$ cat src/rtl/ttbp_pkg.sv
// shared types, constants and register map of the ternary threshold bit packer
// no dependencies
package ttbp_pkg;

   localparam int WORD_BITS    = 64;
   localparam int MAX_CHANNELS = 4096;
   localparam int SAMPLE_BITS  = 16;

   localparam int POS_BITS   = $clog2(WORD_BITS);
   localparam int INDEX_BITS = $clog2(MAX_CHANNELS);
   localparam int COUNT_BITS = 13;
   localparam int THR_BITS   = 15;
   localparam int MODE_BITS  = 2;
   localparam int ADDR_BITS  = 4;
   localparam int DATA_BITS  = 32;

   localparam logic [COUNT_BITS-1:0] COUNT_RESET = COUNT_BITS'(64);
   localparam logic [COUNT_BITS-1:0] COUNT_MAX   = COUNT_BITS'(MAX_CHANNELS);

   typedef enum logic [MODE_BITS-1:0] {
      MODE_SIGN_MAG  = 2'd0,
      MODE_SIGN_ZERO = 2'd1,
      MODE_BINARY    = 2'd2,
      MODE_SPARE     = 2'd3
   } mode_type;

   typedef enum logic [1:0] {
      REG_THRESHOLD     = 2'd0,
      REG_PACK_MODE     = 2'd1,
      REG_CHANNEL_COUNT = 2'd2,
      REG_NONE          = 2'd3
   } reg_index_type;

   typedef struct packed {
      logic [THR_BITS-1:0]   threshold;
      mode_type              pack_mode;
      logic [COUNT_BITS-1:0] channel_count;
   } cfg_type;

   typedef struct packed {
      logic step;
      logic emit;
   } pack_status_type;

   typedef struct packed {
      logic first_bit;
      logic second_bit;
   } code_type;

endpackage

$ cat src/rtl/ttbp_csr.sv
// apb-style configuration registers: threshold, pack mode and channel count
// depends on ttbp_pkg
module ttbp_csr (
   input  logic                            clock,
   input  logic                            reset,
   input  logic                            csr_psel,
   input  logic                            csr_penable,
   input  logic                            csr_pwrite,
   input  logic [ttbp_pkg::ADDR_BITS-1:0]  csr_paddr,
   input  logic [ttbp_pkg::DATA_BITS-1:0]  csr_pwdata,
   output logic [ttbp_pkg::DATA_BITS-1:0]  csr_prdata,
   output logic                            csr_pready,
   output ttbp_pkg::cfg_type               cfg
);
   import ttbp_pkg::*;

   cfg_type       cfg_ff, cfg_in;
   reg_index_type index;
   logic          write_en;

   assign index      = reg_index_type'(csr_paddr[3:2]);
   assign csr_pready = 1'b1;
   assign write_en   = csr_psel && csr_penable && csr_pwrite && csr_pready;

   always_comb begin
      cfg_in = cfg_ff;
      if (write_en) begin
         unique case (index)
            REG_THRESHOLD:     cfg_in.threshold     = csr_pwdata[THR_BITS-1:0];
            REG_PACK_MODE:     cfg_in.pack_mode     = mode_type'(csr_pwdata[MODE_BITS-1:0]);
            REG_CHANNEL_COUNT: cfg_in.channel_count = csr_pwdata[COUNT_BITS-1:0];
            default: ;
         endcase
      end
   end

   always_ff @(posedge clock) begin
      if (reset) begin
         cfg_ff.threshold     <= '0;
         cfg_ff.pack_mode     <= MODE_SIGN_MAG;
         cfg_ff.channel_count <= COUNT_RESET;
      end else begin
         cfg_ff <= cfg_in;
      end
   end

   always_comb begin
      csr_prdata = '0;
      unique case (index)
         REG_THRESHOLD:     csr_prdata = DATA_BITS'(cfg_ff.threshold);
         REG_PACK_MODE:     csr_prdata = DATA_BITS'(cfg_ff.pack_mode);
         REG_CHANNEL_COUNT: csr_prdata = DATA_BITS'(cfg_ff.channel_count);
         default:           csr_prdata = '0;
      endcase
   end

   assign cfg = cfg_ff;

endmodule

$ cat src/rtl/ttbp_quant.sv
// threshold quantizer: codes one sample into its two plane bits by mode
// depends on ttbp_pkg
module ttbp_quant (
   input  logic signed [ttbp_pkg::SAMPLE_BITS-1:0] sample,
   input  logic [ttbp_pkg::THR_BITS-1:0]           threshold,
   input  ttbp_pkg::mode_type                      pack_mode,
   output ttbp_pkg::code_type                      code
);
   import ttbp_pkg::*;

   logic signed [SAMPLE_BITS:0] s_ext;
   logic signed [SAMPLE_BITS:0] t_pos;
   logic signed [SAMPLE_BITS:0] t_neg;
   logic                        above;
   logic                        below_neg;
   logic                        below;

   // only the low SAMPLE_BITS-1 threshold bits count
   assign s_ext     = (SAMPLE_BITS+1)'(sample);
   assign t_pos     = $signed({2'b00, threshold[SAMPLE_BITS-2:0]});
   assign t_neg     = -t_pos;
   assign above     = s_ext > t_pos;
   assign below_neg = s_ext < t_neg;
   assign below     = s_ext < t_pos;

   always_comb begin
      code = '0;
      unique case (pack_mode)
         MODE_SIGN_MAG: begin
            code.first_bit  = !above && below_neg;
            code.second_bit = above || below_neg;
         end
         MODE_SIGN_ZERO: begin
            code.first_bit  = !above && below_neg;
            code.second_bit = !above && !below_neg;
         end
         default: begin
            code.first_bit  = below;
            code.second_bit = 1'b0;
         end
      endcase
   end

endmodule

$ cat src/rtl/ttbp_packer.sv
// bitplane accumulators, position and channel counters, result register
// depends on ttbp_pkg and ttbp_quant
module ttbp_packer (
   input  logic                                    clock,
   input  logic                                    reset,
   input  ttbp_pkg::cfg_type                       cfg,
   input  logic                                    in_valid,
   input  logic signed [ttbp_pkg::SAMPLE_BITS-1:0] in_sample,
   output ttbp_pkg::pack_status_type               status,
   output logic                                    out_valid,
   input  logic                                    out_ready,
   output logic [ttbp_pkg::WORD_BITS-1:0]          out_first,
   output logic [ttbp_pkg::WORD_BITS-1:0]          out_second,
   output logic                                    out_done
);
   import ttbp_pkg::*;

   logic [WORD_BITS-1:0]  first_accum_ff, first_accum_in;
   logic [WORD_BITS-1:0]  second_accum_ff, second_accum_in;
   logic [POS_BITS-1:0]   bit_position_ff, bit_position_in;
   logic [INDEX_BITS-1:0] channel_index_ff, channel_index_in;
   logic                  out_valid_ff, out_valid_in;
   logic [WORD_BITS-1:0]  out_first_ff, out_first_in;
   logic [WORD_BITS-1:0]  out_second_ff, out_second_in;
   logic                  out_done_ff, out_done_in;

   code_type              code;
   logic [COUNT_BITS-1:0] eff_count;
   logic [COUNT_BITS-1:0] next_index;
   logic                  last;
   logic                  full;
   logic                  emit;
   logic                  step;
   logic [WORD_BITS-1:0]  bit_sel;
   logic [WORD_BITS-1:0]  pad_mask;
   logic [WORD_BITS-1:0]  first_new;
   logic [WORD_BITS-1:0]  second_new;

   ttbp_quant u_quant (
      .sample    (in_sample),
      .threshold (cfg.threshold),
      .pack_mode (cfg.pack_mode),
      .code      (code)
   );

   always_comb begin
      eff_count = cfg.channel_count;
      if (cfg.channel_count == '0) begin
         eff_count = COUNT_BITS'(1);
      end else if (cfg.channel_count > COUNT_MAX) begin
         eff_count = COUNT_MAX;
      end
   end

   assign next_index = COUNT_BITS'(channel_index_ff) + COUNT_BITS'(1);
   assign last       = next_index >= eff_count;
   assign full       = bit_position_ff == POS_BITS'(WORD_BITS-1);
   assign emit       = last || full;
   assign step       = in_valid && (!emit || !out_valid_ff || out_ready);

   assign bit_sel    = WORD_BITS'(1) << bit_position_ff;
   // positions above the current one, for sign/zero padding of a short word
   assign pad_mask   = {WORD_BITS{1'b1}} << ((POS_BITS+1)'(bit_position_ff) + (POS_BITS+1)'(1));
   assign first_new  = first_accum_ff | (code.first_bit ? bit_sel : '0);
   assign second_new = second_accum_ff | (code.second_bit ? bit_sel : '0);

   always_comb begin
      first_accum_in   = first_accum_ff;
      second_accum_in  = second_accum_ff;
      bit_position_in  = bit_position_ff;
      channel_index_in = channel_index_ff;
      out_valid_in     = out_valid_ff && !out_ready;
      out_first_in     = out_first_ff;
      out_second_in    = out_second_ff;
      out_done_in      = out_done_ff;
      if (step) begin
         if (!emit) begin
            first_accum_in   = first_new;
            second_accum_in  = second_new;
            bit_position_in  = bit_position_ff + POS_BITS'(1);
            channel_index_in = channel_index_ff + INDEX_BITS'(1);
         end else begin
            out_valid_in     = 1'b1;
            out_first_in     = first_new;
            out_second_in    = second_new;
            if (last && !full && cfg.pack_mode == MODE_SIGN_ZERO) begin
               out_second_in = second_new | pad_mask;
            end
            out_done_in      = last;
            first_accum_in   = '0;
            second_accum_in  = '0;
            bit_position_in  = '0;
            channel_index_in = last ? '0 : channel_index_ff + INDEX_BITS'(1);
         end
      end
   end

   always_ff @(posedge clock) begin
      if (reset) begin
         first_accum_ff   <= '0;
         second_accum_ff  <= '0;
         bit_position_ff  <= '0;
         channel_index_ff <= '0;
         out_valid_ff     <= 1'b0;
      end else begin
         first_accum_ff   <= first_accum_in;
         second_accum_ff  <= second_accum_in;
         bit_position_ff  <= bit_position_in;
         channel_index_ff <= channel_index_in;
         out_valid_ff     <= out_valid_in;
      end
   end

   always_ff @(posedge clock) begin
      out_first_ff  <= out_first_in;
      out_second_ff <= out_second_in;
      out_done_ff   <= out_done_in;
   end

   assign status.step = step;
   assign status.emit = emit;
   assign out_valid   = out_valid_ff;
   assign out_first   = out_first_ff;
   assign out_second  = out_second_ff;
   assign out_done    = out_done_ff;

endmodule

$ cat src/rtl/ternary_threshold_bit_packer.sv
// flow: an accepted sample is held in the input register until the packer steps on it; a word
//   pair that it completes is registered in the result register and shown on rsp
// throughput: one sample per cycle, set by the single accumulate stage behind the
//   input register; a stalled result register holds only samples that complete a word
// reset: synchronous active high; clears accumulators, counters and valids,
//   threshold 0, mode sign/magnitude, channel count 64
module ternary_threshold_bit_packer (
   input  logic                                   clock,
   input  logic                                   reset,
   input  logic                                   req_tvalid,
   output logic                                   req_tready,
   input  logic [15:0]                            req_tdata,   // sample
   output logic                                   rsp_tvalid,
   input  logic                                   rsp_tready,
   output logic [127:0]                           rsp_tdata,   // second_plane, first_plane
   output logic                                   rsp_tlast,   // pixel_done
   input  logic                                   csr_psel,
   input  logic                                   csr_penable,
   input  logic                                   csr_pwrite,
   input  logic [ttbp_pkg::ADDR_BITS-1:0]         csr_paddr,
   input  logic [ttbp_pkg::DATA_BITS-1:0]         csr_pwdata,
   output logic [ttbp_pkg::DATA_BITS-1:0]         csr_prdata,
   output logic                                   csr_pready
);
   import ttbp_pkg::*;

   cfg_type                        cfg;
   pack_status_type                status;
   logic                           in_valid_ff, in_valid_in;
   logic signed [SAMPLE_BITS-1:0]  sample_ff, sample_in;
   logic                           req_take;
   logic [WORD_BITS-1:0]           first_plane;
   logic [WORD_BITS-1:0]           second_plane;

   ttbp_csr u_csr (
      .clock       (clock),
      .reset       (reset),
      .csr_psel    (csr_psel),
      .csr_penable (csr_penable),
      .csr_pwrite  (csr_pwrite),
      .csr_paddr   (csr_paddr),
      .csr_pwdata  (csr_pwdata),
      .csr_prdata  (csr_prdata),
      .csr_pready  (csr_pready),
      .cfg         (cfg)
   );

   ttbp_packer u_packer (
      .clock      (clock),
      .reset      (reset),
      .cfg        (cfg),
      .in_valid   (in_valid_ff),
      .in_sample  (sample_ff),
      .status     (status),
      .out_valid  (rsp_tvalid),
      .out_ready  (rsp_tready),
      .out_first  (first_plane),
      .out_second (second_plane),
      .out_done   (rsp_tlast)
   );

   assign req_tready = !in_valid_ff || status.step;
   assign req_take   = req_tvalid && req_tready;

   always_comb begin
      in_valid_in = in_valid_ff && !status.step;
      sample_in   = sample_ff;
      if (req_take) begin
         in_valid_in = 1'b1;
         sample_in   = $signed(req_tdata[SAMPLE_BITS-1:0]);
      end
   end

   always_ff @(posedge clock) begin
      if (reset) begin
         in_valid_ff <= 1'b0;
      end else begin
         in_valid_ff <= in_valid_in;
      end
   end

   always_ff @(posedge clock) begin
      sample_ff <= sample_in;
   end

   assign rsp_tdata = {second_plane, first_plane};

   a_emit_shows: assert property (@(posedge clock) disable iff (reset)
      status.step && status.emit |=> rsp_tvalid)
      else $error("completed word pair not shown on rsp");

   a_take_loads: assert property (@(posedge clock) disable iff (reset)
      req_take |=> in_valid_ff)
      else $error("accepted word not held in input register");

   a_stall_holds: assert property (@(posedge clock) disable iff (reset)
      in_valid_ff && !status.step |=> in_valid_ff && $stable(sample_ff))
      else $error("stalled sample lost or changed");

   a_step_needs_word: assert property (@(posedge clock) disable iff (reset)
      status.step |-> in_valid_ff)
      else $error("packer stepped without a sample");

endmodule
$ cat config.mk
export PLATFORM = sky130hd
export DESIGN_NAME = ternary_threshold_bit_packer
export DESIGN_NICKNAME = d
export VERILOG_FILES = /design/src/rtl/ttbp_pkg.sv /design/src/rtl/ttbp_csr.sv /design/src/rtl/ttbp_quant.sv /design/src/rtl/ttbp_packer.sv /design/src/rtl/ternary_threshold_bit_packer.sv
export SDC_FILE = /design/constraint.sdc
export NUM_CORES = 1
export LEC_CHECK = 0
export BUFFER_PORTS_ARGS = -buffer_cell sky130_fd_sc_hd__buf_4
export CAP_MARGIN = 20
export CORE_MARGIN = 1.5
export CORE_UTILIZATION = 50
export CTS_CLUSTER_DIAMETER = 60
export DETAILED_ROUTE_END_ITERATION = 12
export PLACE_DENSITY = 0.72
export SYNTH_ARGS = -nofsm -noshare
export SYNTH_HDL_FRONTEND = slang
export SYNTH_SLANG_ARGS = --single-unit
$ cat constraint.sdc
create_clock -name clock -period 9.5 [get_ports clock]
set_input_delay 0.95 -clock clock [delete_from_list [all_inputs] [get_ports clock]]
set_output_delay 0.95 -clock clock [all_outputs]
set_load 0.05 [all_outputs]
==> Word-level counts from Yosys, hierarchy flattened <==
Cells that the tools add are included.
{ "word_totals": {"ff_bits": 323, "out_inout_bits": 164, "elab_cells": 77} }
{ "op_classes": {"add_sub_neg": 5, "magnitude_cmp": 5, "eq_ne": 4, "shift": 2, "n_mux": 15, "n_bitwise": 3, "n_reduce_logical": 30} }
{ "ops": {"columns": ["operator", "count"], "rows": [
  ["$mux 64", 5],
  ["$or 64x64->64", 3],
  ["$shl 1x6->64 const A", 1],
  ["$shl 64x7->64 const A", 1],
  ["$pmux 15 s3", 1],
  ["$mux 13", 2],
  ["$mux 12", 2],
  ["$lt 16x17->1", 1],
  ["$neg 15->17", 1],
  ["$gt 16x16->1", 1],
  ["$lt 16x16->1", 1],
  ["$add 12x1->13 const B", 1],
  ["$ge 13x13->1", 1],
  ["$gt 13x13->1 const B", 1],
  ["$logic_not 13->1", 1],
  ["$add 12x1->12 const B", 1],
  ["$logic_and 1x1->1", 10],
  ["$logic_not 1->1", 8],
  ["$reduce_and 2->1", 4],
  ["$add 6x1->7 const B", 1],
  ["$add 6x1->6 const B", 1],
  ["$eq 6x6->1 const B", 1],
  ["$mux 6", 1],
  ["$logic_or 1x1->1", 5],
  ["other kinds (5)", 9]
]} }

==> Logic depth before layout (Yosys ltp) <==
Gate-level depths: netlist (run 1).
{ "depth": {"depth_word": 12, "mapped_depth": 16} }

==> Cells and area by module <==
A second synthesis (run 1) with hierarchy kept.
{ "unflattened": {"cells_unflattened": 1657, "area_unflattened_um2": 16095.4} }
{ "by_module_without_submodules": {"columns": ["module", "n_inst", "cells_per_inst", "area_per_inst_um2", "seq_area_each_um2"], "rows": [
  ["ttbp_packer", 1, 1319, 12856.1, 6816.5],
  ["ttbp_csr", 1, 175, 1634.1, 600.6],
  ["ttbp_quant", 1, 142, 1069.8, 0.0],
  ["ternary_threshold_bit_packer", 1, 21, 535.5, 500.5]
]} }

==> Worst setup path before layout (run 1) <==
No wires, ideal clock.
{ "synth_path": {"path_kind": "register to register", "start": "register u_packer.channel_index_ff[0]", "end": "register u_packer.out_done_ff (netlist: u_packer.out_done), enable pin", "setup_ps": 504, "arrival_ps": 5553, "required_time_ps": 8996, "slack_ps": 3443, "path_stages_with_launch": 13, "path_buffers": 0, "synth_period_minus_slack_ps": 6057, "path_cell_list": "dfxtp_1 > ha_1 > and3_1 > and3_1 > and3_1 > and3_1 > and3_1 > ha_1 > nand2_1 > nor2_1 > nand4_1 > o211ai_1 > and2_1"} }
{ "synth_via": {"elab_chain_len": 8} }
{ "synth_lines": {"columns": ["element", "line", "text"], "rows": [
  ["start: declaration", "ttbp_packer.sv:21", "logic [INDEX_BITS-1:0] channel_index_ff, channel_index_in;"],
  ["start signal: assignment", "ttbp_packer.sv:109", "channel_index_ff <= channel_index_in;"],
  ["$add 12x1->13 (*)", "ttbp_packer.sv:55", "assign next_index = COUNT_BITS'(channel_index_ff) + COUNT_BITS'(1);"],
  ["$ge 13x13->1 (*)", "ttbp_packer.sv:56", "assign last = next_index >= eff_count;"],
  ["$logic_or 1x1->1 (*)", "ttbp_packer.sv:58", "assign emit = last || full;"],
  ["$logic_not 1->1", "ttbp_packer.sv:59", "assign step = in_valid && (!emit || !out_valid_ff || out_ready);"],
  ["$logic_or 1x1->1 (2 in a row)", "ttbp_packer.sv:59", null],
  ["$logic_and 1x1->1", "ttbp_packer.sv:59", null],
  ["$reduce_and 2->1 (no line) (*)", null, null],
  ["end signal: assignment", "ttbp_packer.sv:117", "out_done_ff <= out_done_in;"],
  ["end: declaration", "ttbp_packer.sv:25", "logic out_done_ff, out_done_in;"]
]} }
Mark *: on every way between the ends. The rest lies on a longest branch, timed or not.
A chain may end at the register's enable or synchronous reset.

==> Final worst setup path (run 1) <==
{ "layout_path": {"start": "register u_packer.channel_index_ff[0]", "end": "register u_packer.out_second_ff[40] (netlist: u_packer.out_second[40]), enable pin"} }
{ "layout_via": {"elab_chain_len": 8} }
{ "layout_lines": {"columns": ["element", "line", "text"], "rows": [
  ["$add 12x1->13 (*)", "ttbp_packer.sv:55", null],
  ["$ge 13x13->1 (*)", "ttbp_packer.sv:56", null],
  ["$logic_or 1x1->1 (*)", "ttbp_packer.sv:58", null],
  ["$logic_not 1->1", "ttbp_packer.sv:59", null],
  ["$logic_or 1x1->1 (2 in a row)", "ttbp_packer.sv:59", null],
  ["$logic_and 1x1->1", "ttbp_packer.sv:59", null],
  ["$reduce_and 2->1 (no line) (*)", null, null],
  ["end signal: assignment", "ttbp_packer.sv:116", "out_second_ff <= out_second_in;"],
  ["end: declaration", "ttbp_packer.sv:24", "logic [WORD_BITS-1:0] out_second_ff, out_second_in;"]
]} }
Marked as above.

==> impl_metrics.env, run 1 <==
export IMPL_synthAdderAreaFrac_pct=4.84
export IMPL_worst_pin_slew_ns=1.20
export IMPL_wl_mm=35.8
export IMPL_rsz0062_at_grt="false"
export IMPL_fin_crit_sh_pct=53.9
export IMPL_core_area_sq_um=27900
export IMPL_yosysUniqueCellTypes=52
export IMPL_worst_slack_ns=4.38
export IMPL_hp_class="flip-flop to flip-flop"
export IMPL_chipHeight_um=172
export IMPL_pwr_share_comb_pct=6.1
export IMPL_async_reset_ff_share_pct=0
export IMPL_grt_use_total_pct=23.9
export IMPL_start_util_pct=51.0
export IMPL_hpwl_mm=24.8
export IMPL_final_area_sq_um=16900
export IMPL_yosys_area_share_simple_pct=10.5
export IMPL_cts_made_buffers=31
export IMPL_maxCapViolations=0
export IMPL_firstDrtPassIters=5
export IMPL_antenna_found_initial=0
export IMPL_path_buf_inv=1
export IMPL_p_int_mw=2.18
export IMPL_ys_top_cells_by_area="edfxtp_1 31%, dfxtp_1 25%, a22o_1 7.5%"
export IMPL_endpoint_kind="flip-flop"
export IMPL_synth_ff_type="dfxtp_1"
export IMPL_cts_resized_gates=0
export IMPL_crit_top_cell="and3_1"
export IMPL_multi_input_area_sq_um=5790
export IMPL_worstPathArrival_ns=5.34
export IMPL_synth_top_family_by_area="compound AO/OA/AOI/OAI gates"
export IMPL_synthXorXnorAreaFrac_pct=1.66
export IMPL_holdBufCountCts=0
export IMPL_place_ws_ns=4.39
export IMPL_ys_ff_latch=323
export IMPL_cts_root_buf="clkbuf_16"
export IMPL_dpl_cell_area_sq_um=15900
export IMPL_worstPathRequired_ns=9.71
export IMPL_skew_ns=0.0231
export IMPL_nFillCells=2299
export IMPL_synth_top_area_share_pct=30.6
export IMPL_portBuffers=185
export IMPL_rows=61
export IMPL_cts_sinks=323
export IMPL_boundaryPins=223
export IMPL_die_x_um=172
export IMPL_avgSynthCellArea_sq_um=11.0
export IMPL_slew_violations=0
export IMPL_seq_area_sq_um=7920
export IMPL_routedWlPerCell_um=19.4
export IMPL_p_total_mw=2.83
export IMPL_grt_max_degree=72
export IMPL_routed_via_density=5.78
export IMPL_yosys_warnings=0
export IMPL_gp_congestion=0.886
export IMPL_post_route_util_pct=60.7
export IMPL_synth_cell_area_sq_um=14200
export IMPL_synth_edf_count=145
export IMPL_clockPowerShare_pct=42.3
export IMPL_synthMuxAreaShare_pct=2.57
export IMPL_crit_slowest_cell="and2_4"
export IMPL_critPathMaxStageDelay_ns=0.93
export IMPL_max_vdd_ir_drop_uv=158
export IMPL_worst_setup_path_type="flip-flop to flip-flop"
export IMPL_grt_pass1_wl_mm=54.9
export IMPL_tns_ns=0
export IMPL_clockBufferDepth=3
export IMPL_vias=10700
export IMPL_cts_setup_buffers=0
export IMPL_synth_compound_area_share_pct=20.2
export IMPL_startpoint_type="flip-flop"
export IMPL_dieArea_sq_um=29400
export IMPL_powerDensity_nw_per_um2=167
export IMPL_dpl_cell_count=1781
export IMPL_drt_iter0_markers=847
export IMPL_swShare_pct=22.9
export IMPL_hold_viol_final=0
export IMPL_p_seq_share_pct=51.6
export IMPL_syn_inst=1287
export IMPL_drc=0
export IMPL_clock_latency_ns=0.58
export IMPL_grt_ovfl_total=0
export IMPL_status="finished clean"
export IMPL_ant_nets=0
export IMPL_final_cell_count_no_fill=1844
export IMPL_whs_ns=0.464
export IMPL_antennaDiodeCount=0
export IMPL_p_leak_nw=7.41
export IMPL_drive_above_1_share_pct=18.8
export IMPL_setup_viol=0
export IMPL_slew_headroom_pct=19.6
export IMPL_yosys_area_top_type="edfxtp_1"
export IMPL_fin_nets=1555
export IMPL_area_delta_synth_final_pct=19.1
export IMPL_cts_htree_levels=1
export IMPL_ys_top_cells_by_count="178 x dfxtp_1, 145 x edfxtp_1, 122 x a22o_1"
export IMPL_grt_pass1_vias=10200
export IMPL_post_synth_top_count_cell="dfxtp_1"
export IMPL_finalCriticalPeriod_ns=5.12
export IMPL_path_delay_family="simple AND/OR/NAND/NOR gates"
export IMPL_ys_seq_area_share_pct=55.7
export IMPL_path_cells="ha_1, and3_1, and3_1, and3_1, and3_1, xor2_1, ha_1, nand2_1, nor2_1, nand4_1, o211ai_1, and2_4, buf_4"
export IMPL_fmax_mhz=195
export IMPL_clk_pin_slew_worst_paths_ns=0.06
export IMPL_path_max_fanout=71
export IMPL_total_switching_power_uw=647
export IMPL_cts_tree="built"
## worst reg2reg max path, cell delays in order (launching register included)
cell,delay [ns]
dfxtp_1,0.42
ha_1,0.25
and3_1,0.25
and3_1,0.25
and3_1,0.25
and3_1,0.26
xor2_1,0.10
ha_1,0.32
nand2_1,0.07
nor2_1,0.14
nand4_1,0.11
o211ai_1,0.64
and2_4,0.93
buf_4,0.76
## layout make-up
cell class / instances / area share, %
sequential: 323 / 46.8
clock buffer: 41 / 4.93
clock inverter: 17 / 0.880
inverter: 37 / 0.821
timing repair buffer: 215 / 9.56
tap: 378 / 2.80
multi-input combinational: 833 / 34.2
## flip-flops by register name (all words and copies together) (netlist names)
register and cells:
u_packer.out_valid 1, in_valid_ff 1, u_packer.out_first 64, u_packer.channel_index_ff 12, u_csr.cfg 30, u_packer.second_accum_ff 64
u_packer.out_done 1, u_packer.bit_position_ff 6, u_packer.out_second 64, u_packer.first_accum_ff 64, sample_ff 16
## cell families (layout without fill, tap and decap cells)
group                    after synthesis  count (layout)
buffers and inverters                147             310
AND/OR/NAND/NOR                      317             317
other                                  2              18
adder cells (fa/ha/maj)               55              55
flip-flops                           323             323
multiplexers                          36              36
AO/OA/AOI/OAI                        380             380
XOR/XNOR                              27              27
## routing by layer
layer,vias up,share of wire (%),GRT usage [%]
met3,76,6.2,3.22
met4,0,3.6,8.70
met2,424,48,41.1
met5,-,0,0
li1,5054,-,-
met1,5108,42,30.8
## power by group through the flow
stage / registers [mW] / clock network, mW / logic (mW)
after global placement: 1.49 / 0 / 0.167
after detailed placement: 1.49 / 0 / 0.171
after floorplan: 1.49 / 0 / 0.124
after global routing: 1.46 / 1.26 / 0.188
after CTS: 1.46 / 1.21 / 0.171
final: 1.46 / 1.19 / 0.173
## cell usage in the layout (no fill, tap or decap), types with 47 or more instances in the layout
master    netlist  final
a21o_1         68     68
dfxtp_1       178    178
a22o_1        122    122
o21ai_0        47     47
a21oi_1        55     53
nor2_1         61     61
buf_4          18    206
edfxtp_1      145    145
ha_1           55     55
nand2_1       118    118
## path summary, 6_finish.rpt
kind                                                    from                            to  slack, ns  cells past startpoint
worst min-delay path            u_packer.second_accum_ff[47]  u_packer.second_accum_ff[47]       0.46                      2
worst min register to register  u_packer.second_accum_ff[47]  u_packer.second_accum_ff[47]       0.46                      2
worst max-delay path            u_packer.channel_index_ff[0]       u_packer.out_second[40]       4.38                     13
worst max register to register  u_packer.channel_index_ff[0]       u_packer.out_second[40]       4.38                     13
Power figures use the tool's default switching activity.
==> run 2, diff against run 1 <==
--- a/config.mk
+++ b/config.mk
@@ -11,7 +11,7 @@
 export CORE_UTILIZATION = 50
 export CTS_CLUSTER_DIAMETER = 60
 export DETAILED_ROUTE_END_ITERATION = 12
-export PLACE_DENSITY = 0.72
+export PLACE_DENSITY = 0.75
 export SYNTH_ARGS = -nofsm -noshare
 export SYNTH_HDL_FRONTEND = slang
 export SYNTH_SLANG_ARGS = --single-unit
==> constraint.sdc (replaced) <==
create_clock -name clock -period 4.37 [get_ports clock]
set_input_delay 0.437 -clock clock [delete_from_list [all_inputs] [get_ports clock]]
set_output_delay 0.437 -clock clock [all_outputs]
set_load 0.05 [all_outputs]
==> run 2 against run 1 <==
  * Power is 130% higher
  * Worst hold slack worse by 0.37 ns
  * Maximum frequency is 25% higher
  * Utilization is 1.6 points higher
  * Critical path depth is 3 higher
  * Critical path type unchanged
  * Critical endpoint is now u_packer.out_second[0]
  * Largest cell class unchanged
==> impl_metrics.env, run 2 (synthesis gave the netlist of run 1 again) <==
export IMPL_setup_viol=0
export IMPL_slew_violations=0
export IMPL_final_cell_mix="232 x buf_4, 178 x dfxtp_1, 145 x edfxtp_1, 122 x a22o_1, 118 x nand2_1"
export IMPL_rows=61
export IMPL_start_util_pct=51.0
export IMPL_drive_above_1_share_pct=20.6
export IMPL_grt_ovfl_total=0
export IMPL_hold_path_depth=1
export IMPL_worstPathRequired_ns=4.64
export IMPL_firstDrtPassIters=7
export IMPL_portBuffers=185
export IMPL_antennaDiodeCount=0
export IMPL_post_route_util_pct=62.3
export IMPL_vias=10900
export IMPL_dpl_cell_area_sq_um=16200
export IMPL_clk_pin_slew_worst_paths_ns=0.06
export IMPL_grt_max_degree=94
export IMPL_min_to="sample_ff[5]"
export IMPL_routed_via_density=5.81
export IMPL_final_area_sq_um=17300
export IMPL_cts_root_buf="clkbuf_16"
export IMPL_max_vdd_ir_drop_uv=305
export IMPL_total_switching_power_mw=1.50
export IMPL_fin_crit_sh_pct=93.9
export IMPL_path_delay_family="compound AO/OA/AOI/OAI gates"
export IMPL_path_max_fanout=32
export IMPL_path_cells="inv_1, nand4_1, nor4_1, buf_4, nand3_1, nor2_1, xnor2_1, ha_1, a21o_1, a2111oi_1, o21ai_0, a31oi_1, a311oi_4, mux2i_2, buf_12, a221o_1"
export IMPL_ant_nets=0
export IMPL_swShare_pct=23.3
export IMPL_grt_use_total_pct=24.6
export IMPL_startpoint_type="flip-flop"
export IMPL_cts_tree="built"
export IMPL_hp_class="primary input to flip-flop"
export IMPL_worstRegToRegCells=16
export IMPL_skew_ns=0.0215
export IMPL_finalCriticalPeriod_ns=4.10
export IMPL_path_buf_inv=3
export IMPL_crit_slowest_cell="a2111oi_1"
export IMPL_worst_pin_slew_ns=0.957
export IMPL_status="finished clean"
export IMPL_cts_sinks=323
export IMPL_drc=0
export IMPL_clockBufferDepth=3
export IMPL_chipHeight_um=172
export IMPL_dpl_cell_count=1811
export IMPL_die_x_um=172
export IMPL_fin_nets=1585
export IMPL_endpoint_kind="flip-flop"
export IMPL_antenna_found_initial=0
export IMPL_clockPowerShare_pct=44.5
export IMPL_area_delta_synth_final_pct=22.1
export IMPL_final_cell_count_no_fill=1875
export IMPL_powerDensity_nw_per_um2=371
export IMPL_gp_congestion=0.916
export IMPL_pwr_share_comb_pct=6.2
export IMPL_dieArea_sq_um=29400
export IMPL_worstPathArrival_ns=4.37
export IMPL_p_int_mw=4.93
export IMPL_p_leak_nw=7.65
export IMPL_grt_pass1_wl_mm=56.4
export IMPL_maxCapViolations=0
export IMPL_r2r_start="u_csr.cfg[18]"
export IMPL_clock_latency_ns=0.53
export IMPL_p_seq_share_pct=49.3
export IMPL_fmax_mhz=244
export IMPL_wl_mm=36.4
export IMPL_ff2ff_setup_slack_ns=0.27
export IMPL_cts_made_buffers=34
export IMPL_routedWlPerCell_um=19.4
export IMPL_rr_endpoint="u_packer.out_second[0]"
export IMPL_drt_iter0_markers=962
export IMPL_rsz0062_at_grt="true"
export IMPL_worst_setup_path_type="flip-flop to flip-flop"
export IMPL_nFillCells=2215
export IMPL_final_common_cell="buf_4"
export IMPL_multi_input_area_sq_um=5780
export IMPL_hpwl_mm=25.4
export IMPL_core_area_sq_um=27900
export IMPL_worst_hold_startpoint="req_tdata[5]"
export IMPL_grt_pass1_vias=10500
export IMPL_cts_htree_levels=2
export IMPL_boundaryPins=223
export IMPL_slew_headroom_pct=35.9
export IMPL_seq_area_sq_um=7920
export IMPL_critPathMaxStageDelay_ns=0.43
export IMPL_hold_viol_final=0
run 2: changes by cell type in the layout (fill, tap and decap cells not counted), sizes merged:
cell,change
clkinv,-1
buf,+28
clkbuf,+3
clkinvlp,-1
inv,+2
run 2: power groups by stage:
| stage | clock, mW | combinational (mW) | sequential (mW) |
|---|---|---|---|
| after floorplan | 0 | 0.270 | 3.24 |
| after global placement | 0 | 0.384 | 3.24 |
| after detailed placement | 0 | 0.392 | 3.24 |
| after CTS | 2.90 | 0.394 | 3.17 |
| after global routing | 3.01 | 0.434 | 3.17 |
| final | 2.86 | 0.397 | 3.17 |
run 2: stage by stage:
step / hold WS, ns / total power [mW] / setup WS (ns) / setup TNS (ns)
floorplan: 0.426 / 3.51 / 0.390 / 0
global placement: 0.438 / 3.62 / 0.200 / 0
detailed placement: 0.453 / 3.63 / 0.0974 / 0
CTS: 0.0778 / 6.47 / 0.0627 / 0
global route: 0.0793 / 6.61 / -0.0199 / -0.0249
finish: 0.0920 / 6.43 / 0.268 / 0
run 2: metal layers:
metal  GRT usage, %  vias up  routed length [um]
met1           31.3     5156               14900
met4           11.6        0                1600
li1               -     5109                   -
met5              0        -                   0
met2           41.2      521               17400
met3           3.75      112                2520
run 2: timing repair:
action	CTS	global route
endpoints found under the hold margin	0	0
setup buffers	1	0
endpoints found under the setup margin	1	29
resized for setup	0	2
pin swaps	1	1
hold buffers	0	0
run 2: worst max path at each step:
stage / from / to / cells past startpoint
after global placement: u_packer.channel_index_ff[1] / u_packer.out_second[35] / 15
after global routing: u_csr.cfg[18] / u_packer.out_second[47] / 15
after detailed placement: u_packer.channel_index_ff[1] / u_packer.out_second[35] / 15
after CTS: u_packer.channel_index_ff[1] / u_packer.out_second[35] / 15
after floorplan: u_packer.channel_index_ff[0] / u_packer.out_done / 12
final: u_csr.cfg[18] / u_packer.out_second[0] / 16
run 2: cell type report:
type,count,share of cell area (%)
multi-input combinational,833,33.3
clock inverter,17,1.04
timing repair buffer,242,11.2
clock buffer,45,5.32
tap,378,2.73
inverter,37,0.801
sequential,323,45.6
==> run 3, diff against run 2 <==
--- a/config.mk
+++ b/config.mk
@@ -7,11 +7,14 @@
 export LEC_CHECK = 0
 export BUFFER_PORTS_ARGS = -buffer_cell sky130_fd_sc_hd__buf_4
 export CAP_MARGIN = 20
+export CELL_PAD_IN_SITES_DETAIL_PLACEMENT = 1
+export CELL_PAD_IN_SITES_GLOBAL_PLACEMENT = 1
 export CORE_MARGIN = 1.5
-export CORE_UTILIZATION = 50
+export CORE_UTILIZATION = 40
 export CTS_CLUSTER_DIAMETER = 60
 export DETAILED_ROUTE_END_ITERATION = 12
 export PLACE_DENSITY = 0.75
+export SKIP_CTS_REPAIR_TIMING = 1
 export SYNTH_ARGS = -nofsm -noshare
 export SYNTH_HDL_FRONTEND = slang
 export SYNTH_SLANG_ARGS = --single-unit
==> run 3 against run 2 <==
  * Register-to-register slack about the same
  * Setup slack better by 0.0040 ns
  * Count of clock-buffer cells in the layout up 7
  * First-iteration DRC count down 34%
  * Sequential cell count unchanged
  * Final cell count up 4.5%
  * Power up 3.2%
  * Die area up 25%
  * Wire length up 18%
  * Maximum frequency about the same
  * Non-clock buffer count up 2
  * Global-route usage down 1.3 points
  * Largest power group unchanged
  * Highest routed layer unchanged
==> impl_metrics.env, run 3 (synthesis gave the netlist of run 1 again) <==
export IMPL_status="finished clean"
export IMPL_dpl_cell_area_sq_um=16400
export IMPL_grt_max_degree=66
export IMPL_hold_viol_final=0
export IMPL_grt_pass1_wl_mm=66.4
export IMPL_vias=11000
export IMPL_area_delta_synth_final_pct=23.9
export IMPL_p_leak_nw=7.72
export IMPL_worst_setup_path_type="flip-flop to flip-flop"
export IMPL_skew_ns=0.0302
export IMPL_cts_tree="built"
export IMPL_worst_pin_slew_ns=0.875
export IMPL_worst_hold_startpoint="req_tdata[7]"
export IMPL_ant_nets=0
export IMPL_endpoint_kind="flip-flop"
export IMPL_slew_headroom_pct=41.2
export IMPL_final_area_sq_um=17600
export IMPL_worstPathArrival_ns=4.38
export IMPL_worstRegToRegCells=16
export IMPL_cts_sinks=323
export IMPL_final_common_cell="buf_4"
export IMPL_hpwl_mm=30.8
export IMPL_rows=68
export IMPL_drc=0
export IMPL_fin_crit_sh_pct=93.8
export IMPL_powerDensity_nw_per_um2=377
export IMPL_clock_latency_ns=0.55
export IMPL_final_cell_mix="231 x buf_4, 177 x dfxtp_1, 145 x edfxtp_1, 122 x a22o_1, 117 x nand2_1"
export IMPL_p_total_mw=6.64
export IMPL_grt_use_total_pct=23.3
export IMPL_antennaDiodeCount=0
export IMPL_clk_pin_slew_worst_paths_ns=0.06
export IMPL_die_x_um=191
export IMPL_portBuffers=185
export IMPL_start_util_pct=40.9
export IMPL_drive_above_1_share_pct=21.1
export IMPL_max_vdd_ir_drop_uv=291
export IMPL_clockBufferDepth=3
export IMPL_core_area_sq_um=34700
export IMPL_worstPathRequired_ns=4.65
export IMPL_grt_pass1_vias=11500
export IMPL_ff2ff_setup_slack_ns=0.27
export IMPL_gp_congestion=0.864
export IMPL_hp_class="primary input to flip-flop"
export IMPL_slew_violations=0
export IMPL_routed_via_density=5.64
export IMPL_cts_made_buffers=37
export IMPL_fmax_mhz=244
export IMPL_dieArea_sq_um=36700
export IMPL_min_to="sample_ff[7]"
export IMPL_setup_viol=0
export IMPL_fin_nets=1590
export IMPL_finalCriticalPeriod_ns=4.10
export IMPL_grt_ovfl_total=0
export IMPL_tns_ns=0
export IMPL_boundaryPins=223
export IMPL_place_ws_ns=0.0721
export IMPL_r2r_start="u_csr.cfg[18]"
export IMPL_startpoint_type="flip-flop"
export IMPL_wl_mm=43.0
export IMPL_cts_htree_levels=2
export IMPL_drt_iter0_markers=636
export IMPL_cts_root_buf="clkbuf_16"
export IMPL_chipHeight_um=191
export IMPL_hold_path_depth=1
export IMPL_maxCapViolations=0
export IMPL_antenna_found_initial=0
export IMPL_routedWlPerCell_um=21.9
export IMPL_firstDrtPassIters=5
export IMPL_path_max_fanout=28
export IMPL_worst_slack_ns=0.272
export IMPL_rr_endpoint="u_packer.out_second[19]"
run 3: area by class of cell:
| cell class | instances | area (sq um) |
|---|---|---|
| tap | 455 | 569 |
| fill | 3707 | 17100 |
| multi-input combinational | 833 | 5790 |
| clock inverter | 16 | 163 |
| sequential | 323 | 7920 |
| clock buffer | 52 | 1050 |
| inverter | 37 | 139 |
| timing repair buffer | 244 | 1970 |
run 3: through the flow:
step | instances | hold slack (ns) | utilization, %
6_report | 1960 | 0.0778 | 50.7
5_1_grt | 1960 | 0.0726 | 50.7
4_1_cts | 1958 | 0.0662 | 50.6
3_5_place_dp | 1890 | 0.453 | 47.1
3_3_place_gp | 1890 | 0.435 | 47.1
2_1_floorplan | 1303 | 0.426 | -
run 3: per-layer routing:
layer / wire [um] / up-vias / part of all wire (%) / track usage, %
li1: - / 5112 / - / -
met1: 17800 / 5516 / 41 / 28.4
met2: 21900 / 331 / 51 / 41.9
met3: 2030 / 86 / 4.7 / 3.01
met4: 1340 / 0 / 3.1 / 8.53
met5: 0 / - / 0 / 0
run 3: how the worst max path moves through the flow:
stage	startpoint	to	slack, ns	depth (start not counted)
3_3_place_gp	u_csr.cfg[18]	u_packer.out_second[47]	0.18	14
2_1_floorplan	u_packer.channel_index_ff[0]	u_packer.out_done	0.39	12
3_5_place_dp	u_packer.channel_index_ff[0]	u_packer.out_second[11]	0.07	14
4_1_cts	u_packer.channel_index_ff[0]	u_packer.out_second[11]	0.04	14
5_1_grt	u_packer.channel_index_ff[1]	req_tready	-0.0006	14
6_report	u_csr.cfg[18]	u_packer.out_second[19]	0.27	16
run 3: where the power goes:
part / switching, mW / internal, mW / total, mW
Combinational: 0.264 / 0.146 / 0.410
Clock: 1.28 / 1.77 / 3.05
Sequential: 0.0182 / 3.16 / 3.17
Total: 1.56 / 5.07 / 6.64
run 3: worst max-delay path, stage by stage, from the launching register on:
cell and delay [ns]:
dfxtp_1 0.33, inv_1 0.16, nand4_1 0.22, nor4_2 0.27, buf_4 0.18, nand3_1 0.15
nor2_1 0.17, xnor2_1 0.14, ha_1 0.26, a21o_1 0.16, a2111oi_0 0.35, o21ai_0 0.17
a31oi_1 0.33, a311oi_4 0.12, mux2i_2 0.26, buf_12 0.21, a221o_1 0.37
